[config.mk]
export PLATFORM = sky130hd
export DESIGN_NAME = chi2_distance_accumulator
export DESIGN_NICKNAME = d
export VERILOG_FILES = /design/src/rtl/chi2_pkg.sv /design/src/rtl/chi2_div.sv /design/src/rtl/chi2_distance_accumulator.sv
export SDC_FILE = /design/constraint.sdc
export NUM_CORES = 1
export LEC_CHECK = 0
export BUFFER_PORTS_ARGS = -buffer_cell sky130_fd_sc_hd__buf_2
export CAP_MARGIN = 30
export CORE_MARGIN = 2
export CORE_UTILIZATION = 24
export DETAILED_ROUTE_END_ITERATION = 12
export GPL_TIMING_DRIVEN = 0
export PLACE_DENSITY = 0.44
export SYNTH_ARGS = -nofsm -noshare
export SYNTH_HDL_FRONTEND = slang
export SYNTH_SLANG_ARGS = --single-unit
[constraint.sdc]
create_clock -name clock -period 25.4 [get_ports clock]
set_input_delay 3.81 -clock clock [delete_from_list [all_inputs] [get_ports clock]]
set_output_delay 3.81 -clock clock [all_outputs]
set_load 0.005 [all_outputs]
[src/rtl/chi2_pkg.sv]
`timescale 1ns / 1ps
// ----------------------------------------------------------------------------
// chi2_pkg
// Shared widths and types for the chi-square distance accumulator.
// ----------------------------------------------------------------------------
package chi2_pkg;

   localparam int ValueWidth = 16;                  // Q8.8 element
   localparam int EpsWidth   = 8;                   // Q0.8 epsilon register
   localparam int DenomWidth = ValueWidth + 2;      // a + b + eps reaches 131325
   localparam int ProdWidth  = 2 * ValueWidth;      // (a - b)^2
   localparam int FracShift  = 8;                   // term scaling by 256
   localparam int NumerWidth = ProdWidth + FracShift;
   localparam int QuotWidth  = 24;                  // term is below 2^24
   localparam int CountWidth = $clog2(QuotWidth);
   localparam int SumWidth   = 40;                  // Q24.16 running sum

   localparam logic [EpsWidth-1:0] EpsReset = EpsWidth'(1);

   typedef struct packed {
      logic busy;
      logic done;
   } div_status_type;

endpackage

[src/rtl/chi2_div.sv]
`timescale 1ns / 1ps
// ----------------------------------------------------------------------------
// chi2_div
// Restoring divider, one quotient bit per cycle over a shared subtractor.
// ----------------------------------------------------------------------------
module chi2_div (
   input  logic                              clock,
   input  logic                              reset,
   input  logic                              start,
   input  logic [chi2_pkg::NumerWidth-1:0]   numer,
   input  logic [chi2_pkg::DenomWidth-1:0]   denom,
   output chi2_pkg::div_status_type          status,
   output logic [chi2_pkg::QuotWidth-1:0]    quotient
);
   import chi2_pkg::*;

   logic [DenomWidth-1:0] rem_ff,   rem_in;
   logic [QuotWidth-1:0]  quot_ff,  quot_in;
   logic [DenomWidth-1:0] denom_ff, denom_in;
   logic [CountWidth-1:0] count_ff, count_in;
   logic                  busy_ff,  busy_in;
   logic [DenomWidth:0]   trial;
   logic [DenomWidth:0]   diff;

   // Trial subtract: shift in the next numerator bit, keep the difference if it fits.
   assign trial = {rem_ff, quot_ff[QuotWidth-1]};
   assign diff  = trial - {1'b0, denom_ff};

   always_comb begin
      rem_in   = rem_ff;
      quot_in  = quot_ff;
      denom_in = denom_ff;
      count_in = count_ff;
      busy_in  = busy_ff;
      if (start) begin
         // The quotient fits in QuotWidth bits, so the upper numerator bits
         // already sit below the divisor and seed the remainder.
         rem_in   = DenomWidth'(numer[NumerWidth-1:QuotWidth]);
         quot_in  = numer[QuotWidth-1:0];
         denom_in = denom;
         count_in = CountWidth'(QuotWidth - 1);
         busy_in  = 1'b1;
      end else if (busy_ff) begin
         if (!diff[DenomWidth]) begin
            rem_in  = diff[DenomWidth-1:0];
            quot_in = {quot_ff[QuotWidth-2:0], 1'b1};
         end else begin
            rem_in  = trial[DenomWidth-1:0];
            quot_in = {quot_ff[QuotWidth-2:0], 1'b0};
         end
         count_in = count_ff - CountWidth'(1);
         if (count_ff == '0) begin
            busy_in = 1'b0;
         end
      end
   end

   always_ff @(posedge clock) begin
      if (reset) begin
         busy_ff <= 1'b0;
      end else begin
         busy_ff <= busy_in;
      end
      rem_ff   <= rem_in;
      quot_ff  <= quot_in;
      denom_ff <= denom_in;
      count_ff <= count_in;
   end

   assign status.busy = busy_ff;
   assign status.done = busy_ff && (count_ff == '0);
   assign quotient    = quot_ff;

endmodule

[src/rtl/chi2_distance_accumulator.sv]
`timescale 1ns / 1ps
// ----------------------------------------------------------------------------
// chi2_distance_accumulator
// Chi-square histogram distance over two streamed Q8.8 vectors.
// ----------------------------------------------------------------------------
// Flow: an accepted request passes through the square, divide and accumulate
//   steps to the updated sum; on a last element rsp_valid rises with that update,
//   unless the previous result is still waiting, which holds the block in its
//   accumulate step. One pair at a time: a new one is taken only back in idle,
//   after square, the 24-step restoring divider (one quotient bit per cycle), accumulate.
// Reset: synchronous; clears the sum, the overflow flag, the response valid
//   and sets epsilon to 1.
module chi2_distance_accumulator (
   input  logic                              clock,
   input  logic                              reset,
   // request channel
   input  logic                              req_valid,
   output logic                              req_ready,
   input  logic [chi2_pkg::ValueWidth-1:0]   req_value_a,
   input  logic [chi2_pkg::ValueWidth-1:0]   req_value_b,
   input  logic                              req_last,
   // response channel
   output logic                              rsp_valid,
   input  logic                              rsp_ready,
   output logic [chi2_pkg::SumWidth-1:0]     rsp_distance,
   output logic                              rsp_saturated,
   // epsilon register
   input  logic                              csr_write_enable,
   input  logic [chi2_pkg::EpsWidth-1:0]     csr_write_data
);
   import chi2_pkg::*;

   typedef enum logic [1:0] {
      ST_IDLE,
      ST_SQUARE,
      ST_DIVIDE,
      ST_ACCUM
   } state_type;

   state_type               state_ff;
   logic [EpsWidth-1:0]     epsilon_ff;
   logic [ValueWidth-1:0]   value_a_ff;
   logic [ValueWidth-1:0]   value_b_ff;
   logic                    last_ff;
   logic                    denom_zero_ff;
   logic [SumWidth-1:0]     sum_ff;
   logic                    overflow_ff;
   logic                    rsp_valid_ff;
   logic [SumWidth-1:0]     rsp_distance_ff;
   logic                    rsp_saturated_ff;

   logic [ValueWidth-1:0]   abs_diff;
   logic [ProdWidth-1:0]    square;
   logic [NumerWidth-1:0]   numer;
   logic [DenomWidth-1:0]   denom;
   logic                    div_start;
   div_status_type          div_status;
   logic [QuotWidth-1:0]    quotient;
   logic [QuotWidth-1:0]    term;
   logic [SumWidth:0]       sum_wide;
   logic [SumWidth-1:0]     sum_in;
   logic                    overflow_in;
   logic                    out_free;
   logic                    rsp_load;

   // Epsilon register; the host writes only while the block is idle; the block itself does not enforce this.
   always_ff @(posedge clock) begin
      if (reset) begin
         epsilon_ff <= EpsReset;
      end else if (csr_write_enable) begin
         epsilon_ff <= csr_write_data;
      end
   end

   // Square stage: |a - b|^2 scaled by 256, and a + b + eps. The product feeds
   // straight into the divider's load registers.
   assign abs_diff = (value_a_ff >= value_b_ff) ? (value_a_ff - value_b_ff)
                                                : (value_b_ff - value_a_ff);
   assign square   = ProdWidth'(abs_diff) * ProdWidth'(abs_diff);
   assign numer    = {square, {FracShift{1'b0}}};
   assign denom    = DenomWidth'(value_a_ff) + DenomWidth'(value_b_ff)
                   + DenomWidth'(epsilon_ff);
   assign div_start = (state_ff == ST_SQUARE);

   chi2_div u_div (
      .clock    (clock),
      .reset    (reset),
      .start    (div_start),
      .numer    (numer),
      .denom    (denom),
      .status   (div_status),
      .quotient (quotient)
   );

   // Accumulate: a zero denominator contributes nothing; a carry out of the
   // sum clamps it at all ones and marks the vector as saturated.
   assign term     = denom_zero_ff ? '0 : quotient;
   assign sum_wide = {1'b0, sum_ff} + (SumWidth+1)'(term);
   always_comb begin
      if (sum_wide[SumWidth]) begin
         sum_in      = '1;
         overflow_in = 1'b1;
      end else begin
         sum_in      = sum_wide[SumWidth-1:0];
         overflow_in = overflow_ff;
      end
   end

   // The output register is free when empty or being drained this cycle.
   assign out_free = !rsp_valid_ff || rsp_ready;
   assign rsp_load = (state_ff == ST_ACCUM) && last_ff && out_free;

   always_ff @(posedge clock) begin
      if (reset) begin
         state_ff     <= ST_IDLE;
         sum_ff       <= '0;
         overflow_ff  <= 1'b0;
         rsp_valid_ff <= 1'b0;
      end else begin
         // Load a finished vector, else drop the response once it is taken.
         if (rsp_load) begin
            rsp_valid_ff <= 1'b1;
         end else if (rsp_valid_ff && rsp_ready) begin
            rsp_valid_ff <= 1'b0;
         end
         unique case (state_ff)
            ST_IDLE: begin
               if (req_valid) begin
                  state_ff <= ST_SQUARE;
               end
            end
            ST_SQUARE: begin
               state_ff <= ST_DIVIDE;
            end
            ST_DIVIDE: begin
               if (div_status.done) begin
                  state_ff <= ST_ACCUM;
               end
            end
            ST_ACCUM: begin
               if (!last_ff) begin
                  sum_ff      <= sum_in;
                  overflow_ff <= overflow_in;
                  state_ff    <= ST_IDLE;
               end else if (out_free) begin
                  // Hand the finished vector to the output and clear for the next.
                  rsp_distance_ff  <= sum_in;
                  rsp_saturated_ff <= overflow_in;
                  sum_ff           <= '0;
                  overflow_ff      <= 1'b0;
                  state_ff         <= ST_IDLE;
               end
            end
            default: begin
               state_ff <= ST_IDLE;
            end
         endcase
      end
   end

   // Transaction payload capture; no reset needed.
   always_ff @(posedge clock) begin
      if (req_valid && req_ready) begin
         value_a_ff <= req_value_a;
         value_b_ff <= req_value_b;
         last_ff    <= req_last;
      end
      if (div_start) begin
         denom_zero_ff <= (denom == '0);
      end
   end

   assign req_ready     = (state_ff == ST_IDLE);
   assign rsp_valid     = rsp_valid_ff;
   assign rsp_distance  = rsp_distance_ff;
   assign rsp_saturated = rsp_saturated_ff;

endmodule

==> out/qor.yml, run 1 <==
crit_arrival_ns: 10.40
grt_remaining_overflow: 0
finalWeightedCongestion: 0.948
worst-path-max-fanout: 10
synth_area_um2: 19200
grt_busiest_layer: "met2"
finalWirelength_mm: 52.9
finalSetupViolCount: 0
grt_max_degree: 34
hpwl_mm: 43.6
period_needed_ns: 10.22
finalHoldViolations: 0
placement_rows: 103
wl_per_cell_um: 16.4
slowest_delay_ns: 0.64
crit_buf_inv: 10
drv_slew: 0
post_synth_num_cell_types: 84
critPathRequiredTime_ns: 25.58
tritoncts: "done"
port_buffers: 86
first_global_vias: 15100
post-synth-top-area-fraction: 0.195
final.setup_skew_ns: 0.0261
die_y_um: 287
groute.layer.met1.usage: 0.177
timing.critical_path.to_type: "flip-flop"
cts_buffer_depth: 2
area.growth.synth_to_final_pct: 12.9
drtPass1Iterations: 4
netlist.top_cell.by_area: "sky130_fd_sc_hd__edfxtp_1"
initial_antenna_violation_count: 0
number_of_clock_sinks: 193
path_clk_slew_ns: 0.08
avgSynthCellArea_um2: 9.38
postCtsHoldBufs: 0
critical_path.startpoint_type: "flip-flop"
synth_ff_type: "sky130_fd_sc_hd__edfxtp_1"
hp-class: "reg2reg"
nets: 2583
gr-usage-all-layers: 0.130
cp_top_family: "adder cells"
floorplan.initialDensity: 0.243
root_buffer: "sky130_fd_sc_hd__clkbuf_16"
cap_viol_max_count: 0
floorplan.io_pins: 89
ys_async_sr_fraction: 0
synth_edf_count: 125
layout_cells_sized_above_1: 0.0902
yosys_warnings: 0
rsz0062_at_grt: "false"
overall_die_width_um: 287
setup_total_negative_slack_ns: 0
first_pass_grt_wire_length_mm: 83.6
routed_via_density: 4.49
synth_seq_cells: 193
drt.antenna.violating_nets: 0
run_status: "completed"
synthesis.nets: 2471
timing.max_slew.rel_slack: 0.321
detail_route.iter0.violations: 755
vias: 14500
layout_worst_path_cycle_share: 0.402
globalRouteMet2Util: 0.222
htree_levels: 4
tightestPinTransition_ns: 1.02
worst_skew_pair.late_latency_ns: 0.48
post_cts.repair.setup_buffers: 0
post_cts.resized_instances: 0
max_clock_freq_mhz: 97.8
grt.met3_usage: 0.0162
worst_setup_path_type: "reg2reg"
cts_inserted_buffers: 17
critPathSlowestCell: "sky130_fd_sc_hd__clkbuf_1"
synth.area.top_cells: "sky130_fd_sc_hd__edfxtp_1, sky130_fd_sc_hd__fa_1, sky130_fd_sc_hd__ha_1"
syn-instance-count: 2048
synth.yosys.seq_area_share: 0.266
drcViolationCount: 0
core_area_um2: 79100
dieArea_um2: 82300
[worst min-delay path, stage by stage, from the launching register on]
cell                      delay, ns
sky130_fd_sc_hd__dfxtp_1       0.33
sky130_fd_sc_hd__nand2_1       0.06
sky130_fd_sc_hd__a21oi_1       0.05
[state kept, by name, indices dropped and copies added (netlist names), 2 cells and up]
| register | flops |
|---|---|
| rsp_distance | 40 |
| state_ff | 2 |
| u_div.denom_ff | 18 |
| u_div.rem_ff | 18 |
| u_div.quotient | 24 |
| value_a_ff | 16 |
| u_div.count_ff | 5 |
| epsilon_ff | 8 |
| sum_ff | 40 |
| value_b_ff | 16 |
[layout make-up]
cell class / count / area (um^2)
fill: 8521 / 57400
multi-input combinational: 1449 / 12500
sequential: 193 / 5110
tap: 1050 / 1310
inverter: 337 / 1260
timing repair buffer: 93 / 522
clock buffer: 17 / 425
buffer: 69 / 292
clock inverter: 15 / 214
antenna: 1 / 2.50
[logic make-up after synthesis]
group	count (synthesis)	synth area share
AOI/OAI and AO/OA	386	0.134
xor gates and xnor gates	104	0.0504
adders and majority gates	377	0.315
buffers and inverters	406	0.0810
DFF	193	0.266
muxes	48	0.0256
and+or+nand+nor	534	0.128
[per-stage QoR]
| stage | worst slack (ns) | util | cells | instance area [um^2] | hold slack (ns) |
|---|---|---|---|---|---|
| floorplan | 16.93 | - | 2048 | 19200 | 0.428 |
| global placement | 15.10 | 0.265 | 3184 | 21000 | 0.451 |
| detailed placement | 15.23 | 0.266 | 3190 | 21000 | 0.461 |
| CTS | 15.20 | 0.274 | 3222 | 21700 | 0.474 |
| global route | 14.36 | 0.274 | 3223 | 21700 | 0.495 |
| finish | 15.18 | 0.274 | 3224 | 21700 | 0.473 |
[synth_stat cells, types with 7 or more instances]
master	n
sky130_fd_sc_hd__nand2b_1	27
sky130_fd_sc_hd__and3_1	20
sky130_fd_sc_hd__or3_1	8
sky130_fd_sc_hd__o21a_1	19
sky130_fd_sc_hd__nand2_1	170
sky130_fd_sc_hd__o21ai_1	7
sky130_fd_sc_hd__buf_2	17
sky130_fd_sc_hd__clkbuf_1	48
sky130_fd_sc_hd__a22o_1	10
sky130_fd_sc_hd__inv_2	18
sky130_fd_sc_hd__nor2_1	175
sky130_fd_sc_hd__nand4_1	9
sky130_fd_sc_hd__a21oi_1	111
sky130_fd_sc_hd__dfxtp_1	68
sky130_fd_sc_hd__a31oi_1	10
sky130_fd_sc_hd__nor2b_1	37
sky130_fd_sc_hd__nor3_1	33
sky130_fd_sc_hd__nand3_1	18
sky130_fd_sc_hd__xor2_1	37
sky130_fd_sc_hd__and2_1	13
sky130_fd_sc_hd__a211oi_1	24
sky130_fd_sc_hd__xnor2_1	61
sky130_fd_sc_hd__a22oi_1	16
sky130_fd_sc_hd__fa_1	177
sky130_fd_sc_hd__a21o_1	38
sky130_fd_sc_hd__inv_1	319
sky130_fd_sc_hd__o21bai_1	12
sky130_fd_sc_hd__mux2i_1	41
sky130_fd_sc_hd__o21ai_0	62
sky130_fd_sc_hd__ha_1	200
sky130_fd_sc_hd__edfxtp_1	125
[worst paths after layout]
kind	slack, ns	start	depth (start not counted)	to
setup / recovery	15.18	value_a_ff[11]$_DFFE_PP_	34	u_div.rem_ff[15]$_DFFE_PP_
hold / removal	0.47	sum_ff[19]$_SDFFE_PP0P_	2	sum_ff[19]$_SDFFE_PP0P_
setup reg to reg	15.18	value_a_ff[11]$_DFFE_PP_	34	u_div.rem_ff[15]$_DFFE_PP_
hold reg to reg	0.47	sum_ff[19]$_SDFFE_PP0P_	2	sum_ff[19]$_SDFFE_PP0P_
[layer usage]
metal / vias to the layer above / share of wire
met5: - / 0
met1: 7197 / 0.49
met3: 38 / 0.023
met2: 183 / 0.48
met4: 0 / 0.012
li1: 7067 / -
[cells in the final DEF (no fill, tap or decap), drive strengths merged, types with 8 or more instances in the layout]
cell    count
o21bai     12
or3         8
edfxtp    125
nor2      175
o21a       19
a211oi     24
fa        177
dfxtp      68
clkbuf     65
nor3       33
a22oi      16
a21o       38
nand3      18
a21oi     113
and2       15
nand2     170
ha        200
inv       346
nand2b     27
a31oi      11
xor2       38
o21ai      70
xnor2      66
a22o       10
and3       20
nor2b      37
nand4       9
buf       114
mux2i      42
Power of run 1 is left out: the tool's default activity adds up to more than one toggle a clock period on the data nets, which glitch-free logic cannot reach.
==> run 2, diff against run 1 <==
- PLACE_DENSITY: 0.44 -> 0.45
- clock period: 25.4 -> 9.3 ns (I/O delays scaled with it)
==> out/qor.yml, run 2 (synthesized netlist as in run 1, its figures left out) <==
detail_route.iter0.violations: 852
layout.cells.most_common: "sky130_fd_sc_hd__inv_1"
path_clk_slew_ns: 0.08
timing.max_slew.rel_slack: 0.329
hold_depth: 2
die_y_um: 287
timing.reg2reg.worst_path_depth: 34
placement_rows: 103
timing.rr.end: "u_div.rem_ff[12]$_DFFE_PP_"
wl_per_cell_um: 16.2
drv_slew: 0
port_buffers: 86
layout_cells_sized_above_1: 0.142
postCtsHoldBufs: 0
hp-start: "sum_ff[19]$_SDFFE_PP0P_"
slowest_delay_ns: 0.53
hp-class: "reg2reg"
finalHoldViolations: 0
run_status: "completed"
critical_path.most_common_cell: "sky130_fd_sc_hd__fa_1"
drt.antenna.violating_nets: 0
final.setup_skew_ns: 0.0229
htree_levels: 4
cts_inserted_buffers: 17
setup_total_negative_slack_ns: 0
nets: 2630
tightestPinTransition_ns: 1.01
crit-reg2reg-launch: "value_b_ff[7]$_DFFE_PP_"
cap_viol_max_count: 0
max_clock_freq_mhz: 111
floorplan.initialDensity: 0.243
routed_via_density: 4.50
finalSetupViolCount: 0
layout_worst_path_cycle_share: 0.968
hpwl_mm: 42.9
grt_remaining_overflow: 0
layout.cells.non_filler: 3270
post_placement_cell_area_um2: 21000
gr-usage-all-layers: 0.129
antennaDiodeCount: 0
min_to: "sum_ff[19]$_SDFFE_PP0P_"
critical_path.startpoint_type: "flip-flop"
finalWeightedCongestion: 0.935
dp_cells: 3190
rrSetupSlack_ns: 0.30
first_global_vias: 15100
floorplan.io_pins: 89
period_needed_ns: 9.00
tritoncts: "done"
critPathSlowestCell: "sky130_fd_sc_hd__fa_1"
drcViolationCount: 0
area.growth.synth_to_final_pct: 17.6
drtPass1Iterations: 5
root_buffer: "sky130_fd_sc_hd__clkbuf_16"
grt_max_degree: 34
worst_skew_pair.late_latency_ns: 0.46
timing.critical_path.to_type: "flip-flop"
layout.cell_area.non_filler_um2: 22600
vias: 14700
cts_buffer_depth: 2
dieArea_um2: 82300
critPathRequiredTime_ns: 9.51
number_of_clock_sinks: 193
finalWirelength_mm: 53.0
layout_common_cells: "sky130_fd_sc_hd__inv_1, sky130_fd_sc_hd__ha_1, sky130_fd_sc_hd__fa_1"
crit_arrival_ns: 9.22
worst_setup_path_type: "reg2reg"
initial_antenna_violation_count: 0
worst-path-max-fanout: 7
first_pass_grt_wire_length_mm: 83.4
core_area_um2: 79100
overall_die_width_um: 287
run 2: changes by cell type in the layout (fill, tap and decap cells not counted), moves of 6 or more:
cell	delta
sky130_fd_sc_hd__clkbuf_1	-10
sky130_fd_sc_hd__buf_4	+50
sky130_fd_sc_hd__clkbuf_4	+6
sky130_fd_sc_hd__ha_1	-10
sky130_fd_sc_hd__ha_4	+8
sky130_fd_sc_hd__a21oi_1	-7
sky130_fd_sc_hd__a21oi_2	+7
sky130_fd_sc_hd__o21ai_0	-7
sky130_fd_sc_hd__buf_2	-10
run 2: layout make-up:
type                       instances  area, um^2
timing repair buffer             146         981
inverter                         337        1280
fill                            8442       56500
clock buffer                      19         464
tap                             1050        1310
multi-input combinational       1449       13000
sequential                       193        5110
clock inverter                    13         153
buffer                            63         328
run 2: how the worst max path moves through the flow:
stage | start | end | slack [ns] | depth (start not counted)
5_1_grt | value_a_ff[3]$_DFFE_PP_ | u_div.rem_ff[12]$_DFFE_PP_ | -0.05 | 34
4_1_cts | value_a_ff[0]$_DFFE_PP_ | u_div.rem_ff[14]$_DFFE_PP_ | 0.02 | 35
3_5_place_dp | value_b_ff[0]$_DFFE_PP_ | u_div.rem_ff[15]$_DFFE_PP_ | -0.79 | 37
2_1_floorplan | value_b_ff[11]$_DFFE_PP_ | u_div.rem_ff[12]$_DFFE_PP_ | 0.83 | 32
3_3_place_gp | value_b_ff[13]$_DFFE_PP_ | u_div.rem_ff[15]$_DFFE_PP_ | -0.85 | 32
6_report | value_b_ff[7]$_DFFE_PP_ | u_div.rem_ff[12]$_DFFE_PP_ | 0.30 | 34
run 2: repair_timing:
item,4_1_cts,5_1_grt
endpoints found under the setup margin,12,11
buffers inserted,15,38
pin swaps,10,54
gates resized for setup,31,94
run 2: worst max-delay path, delay by kind of cell (launching register included):
family | cells | cell delay [ns]
AO/OA/AOI/OAI | 11 | 2.65
XOR/XNOR | 2 | 0.29
adder cells (fa/ha/maj) | 8 | 3.62
buffers and inverters | 8 | 0.83
flip-flops | 1 | 0.43
multiplexers | 1 | 0.33
AND/OR/NAND/NOR | 4 | 0.57
run 2: per-stage QoR:
| step | util | setup slack (ns) | hold WS, ns |
|---|---|---|---|
| final | 0.285 | 0.298 | 0.478 |
| after global routing | 0.285 | -0.0490 | 0.496 |
| after CTS | 0.277 | 0.0162 | 0.473 |
| after detailed placement | 0.266 | -0.791 | 0.461 |
| after global placement | 0.265 | -0.853 | 0.450 |
| after floorplan | - | 0.827 | 0.428 |
run 2: per-layer routing:
metal / part of all wire / wire length [um] / vias to the layer above / GRT usage
met4: 0.012 / 650 / 0 / 0.0246
met3: 0.033 / 1750 / 40 / 0.0181
met5: 0 / 0 / - / 0
met1: 0.48 / 25500 / 7241 / 0.178
met2: 0.47 / 25100 / 260 / 0.216
li1: - / - / 7182 / -
Power of run 2 is left out for the same reason.
==> run 3, diff against run 2 <==
- CORE_ASPECT_RATIO: not set -> 0.75
- PLACE_DENSITY: 0.45 -> 0.44
- clock period: 9.3 -> 8.7 ns (I/O delays scaled with it)
==> out/qor.yml, run 3 (synthesized netlist as in run 1, its figures left out) <==
timing.critical_path.to_type: "flip-flop"
run_status: "finished, violations left"
crit_arrival_ns: 8.97
final.fill_count: 8284
max_clock_freq_mhz: 114
path_clk_slew_ns: 0.09
critPathRequiredTime_ns: 8.93
cts_inserted_buffers: 17
drt.antenna.violating_nets: 0
worst_skew_pair.late_latency_ns: 0.48
cts_buffer_depth: 2
hpwl_mm: 44.4
tritoncts: "done"
critical_path.most_common_cell: "sky130_fd_sc_hd__fa_1"
critical_path.startpoint_type: "flip-flop"
first_global_vias: 15400
htree_levels: 4
port_buffers: 86
finalWeightedCongestion: 0.860
initial_antenna_violation_count: 1
period_needed_ns: 8.73
finalWirelength_mm: 55.2
area.growth.synth_to_final_pct: 20.7
antennaDiodeCount: 0
place_worst_setup_slack_ns: -1.57
layout_worst_path_cycle_share: 1.00
wl_per_cell_um: 16.7
finalHoldViolations: 0
root_buffer: "sky130_fd_sc_hd__clkbuf_16"
slowest_delay_ns: 0.57
nets: 2665
grt_max_degree: 34
timing.max_slew.rel_slack: 0.412
placement_rows: 89
first_pass_grt_wire_length_mm: 87.3
finalSetupViolCount: 2
cap_viol_max_count: 0
vias: 14900
critPathSlowestCell: "sky130_fd_sc_hd__fa_1"
drcViolationCount: 0
tightestPinTransition_ns: 0.882
core_area_um2: 79000
dieArea_um2: 82300
overall_die_width_um: 331
gr-usage-all-layers: 0.137
die_y_um: 249
failed_checks: "setup timing"
final.setup_skew_ns: 0.0159
layout_cells_sized_above_1: 0.172
floorplan.io_pins: 89
drv_slew: 0
worst-path-max-fanout: 4
layout.cells.most_common: "sky130_fd_sc_hd__inv_1"
worst_setup_path_type: "reg2reg"
routed_via_density: 4.53
rsz0062_at_grt: "true"
hp-class: "reg2reg"
number_of_clock_sinks: 193
layout_common_cells: "sky130_fd_sc_hd__inv_1, sky130_fd_sc_hd__ha_1, sky130_fd_sc_hd__fa_1"
floorplan.initialDensity: 0.243
worst_slack_ns: -0.0342
detail_route.iter0.violations: 820
drtPass1Iterations: 5
grt_remaining_overflow: 0
run 3: cell types whose count changed in the layout (fill, tap and decap cells not counted), moves of 6 or more:
cell                      delta
sky130_fd_sc_hd__buf_4      +28
sky130_fd_sc_hd__buf_6       +8
sky130_fd_sc_hd__ha_1        -8
sky130_fd_sc_hd__ha_4        +8
sky130_fd_sc_hd__nand2_1     -8
sky130_fd_sc_hd__nand2_2     +7
sky130_fd_sc_hd__inv_1       -6
run 3: path summary, 6_finish.rpt:
| path | from | end | slack, ns | cells after the start |
|---|---|---|---|---|
| setup / recovery | value_b_ff[7]$_DFFE_PP_ | u_div.rem_ff[12]$_DFFE_PP_ | -0.03 | 32 |
| hold / removal | sum_ff[11]$_SDFFE_PP0P_ | sum_ff[11]$_SDFFE_PP0P_ | 0.47 | 2 |
| setup reg to reg | value_b_ff[7]$_DFFE_PP_ | u_div.rem_ff[12]$_DFFE_PP_ | -0.03 | 32 |
| hold reg to reg | sum_ff[11]$_SDFFE_PP0P_ | sum_ff[11]$_SDFFE_PP0P_ | 0.47 | 2 |
run 3: repair_timing:
item	CTS	global route
endpoints found under the setup margin	19	11
resized for setup	158	36
hold buffers	0	0
buffers inserted	68	18
pin swaps	86	49
run 3: layout make-up:
cell class              count  area (um^2)  area share
clock inverters            15          180     0.00777
inverters                 337         1280      0.0553
plain buffers              63          367      0.0158
well taps                1046         1310      0.0564
repair buffers            181         1290      0.0555
clock buffers              17          425      0.0183
multi-input cells        1449        13200       0.570
flip-flops and latches    193         5110       0.221
run 3: worst max-delay path: cells and delay by family (launching register included):
| kind | cells | cell delay (ns) |
|---|---|---|
| compound gates | 13 | 3.18 |
| xor+xnor | 2 | 0.30 |
| fa+ha+maj | 8 | 3.61 |
| buf+inv | 5 | 0.29 |
| flops | 1 | 0.46 |
| mux | 1 | 0.36 |
| simple gates | 3 | 0.26 |
run 3: per-stage QoR:
step / area [um^2] / util / setup TNS, ns / std cells / hold WS, ns
6_report: 23200 / 0.294 / -0.0409 / 3301 / 0.468
5_1_grt: 23200 / 0.294 / -2.04 / 3301 / 0.482
4_1_cts: 22900 / 0.290 / -0.0615 / 3284 / 0.469
3_5_place_dp: 21100 / 0.267 / -17.34 / 3189 / 0.454
3_3_place_gp: 20900 / 0.265 / -20.44 / 3180 / 0.446
2_1_floorplan: 19200 / - / 0 / 2048 / 0.428
run 3: layer usage:
metal / global-route usage / up-vias / share of wire
li1: - / 7248 / -
met4: 0.0252 / 0 / 0.0097
met1: 0.211 / 7391 / 0.53
met3: 0.0201 / 32 / 0.041
met5: 0 / - / 0
met2: 0.200 / 273 / 0.42
Power of run 3 is left out for the same reason.
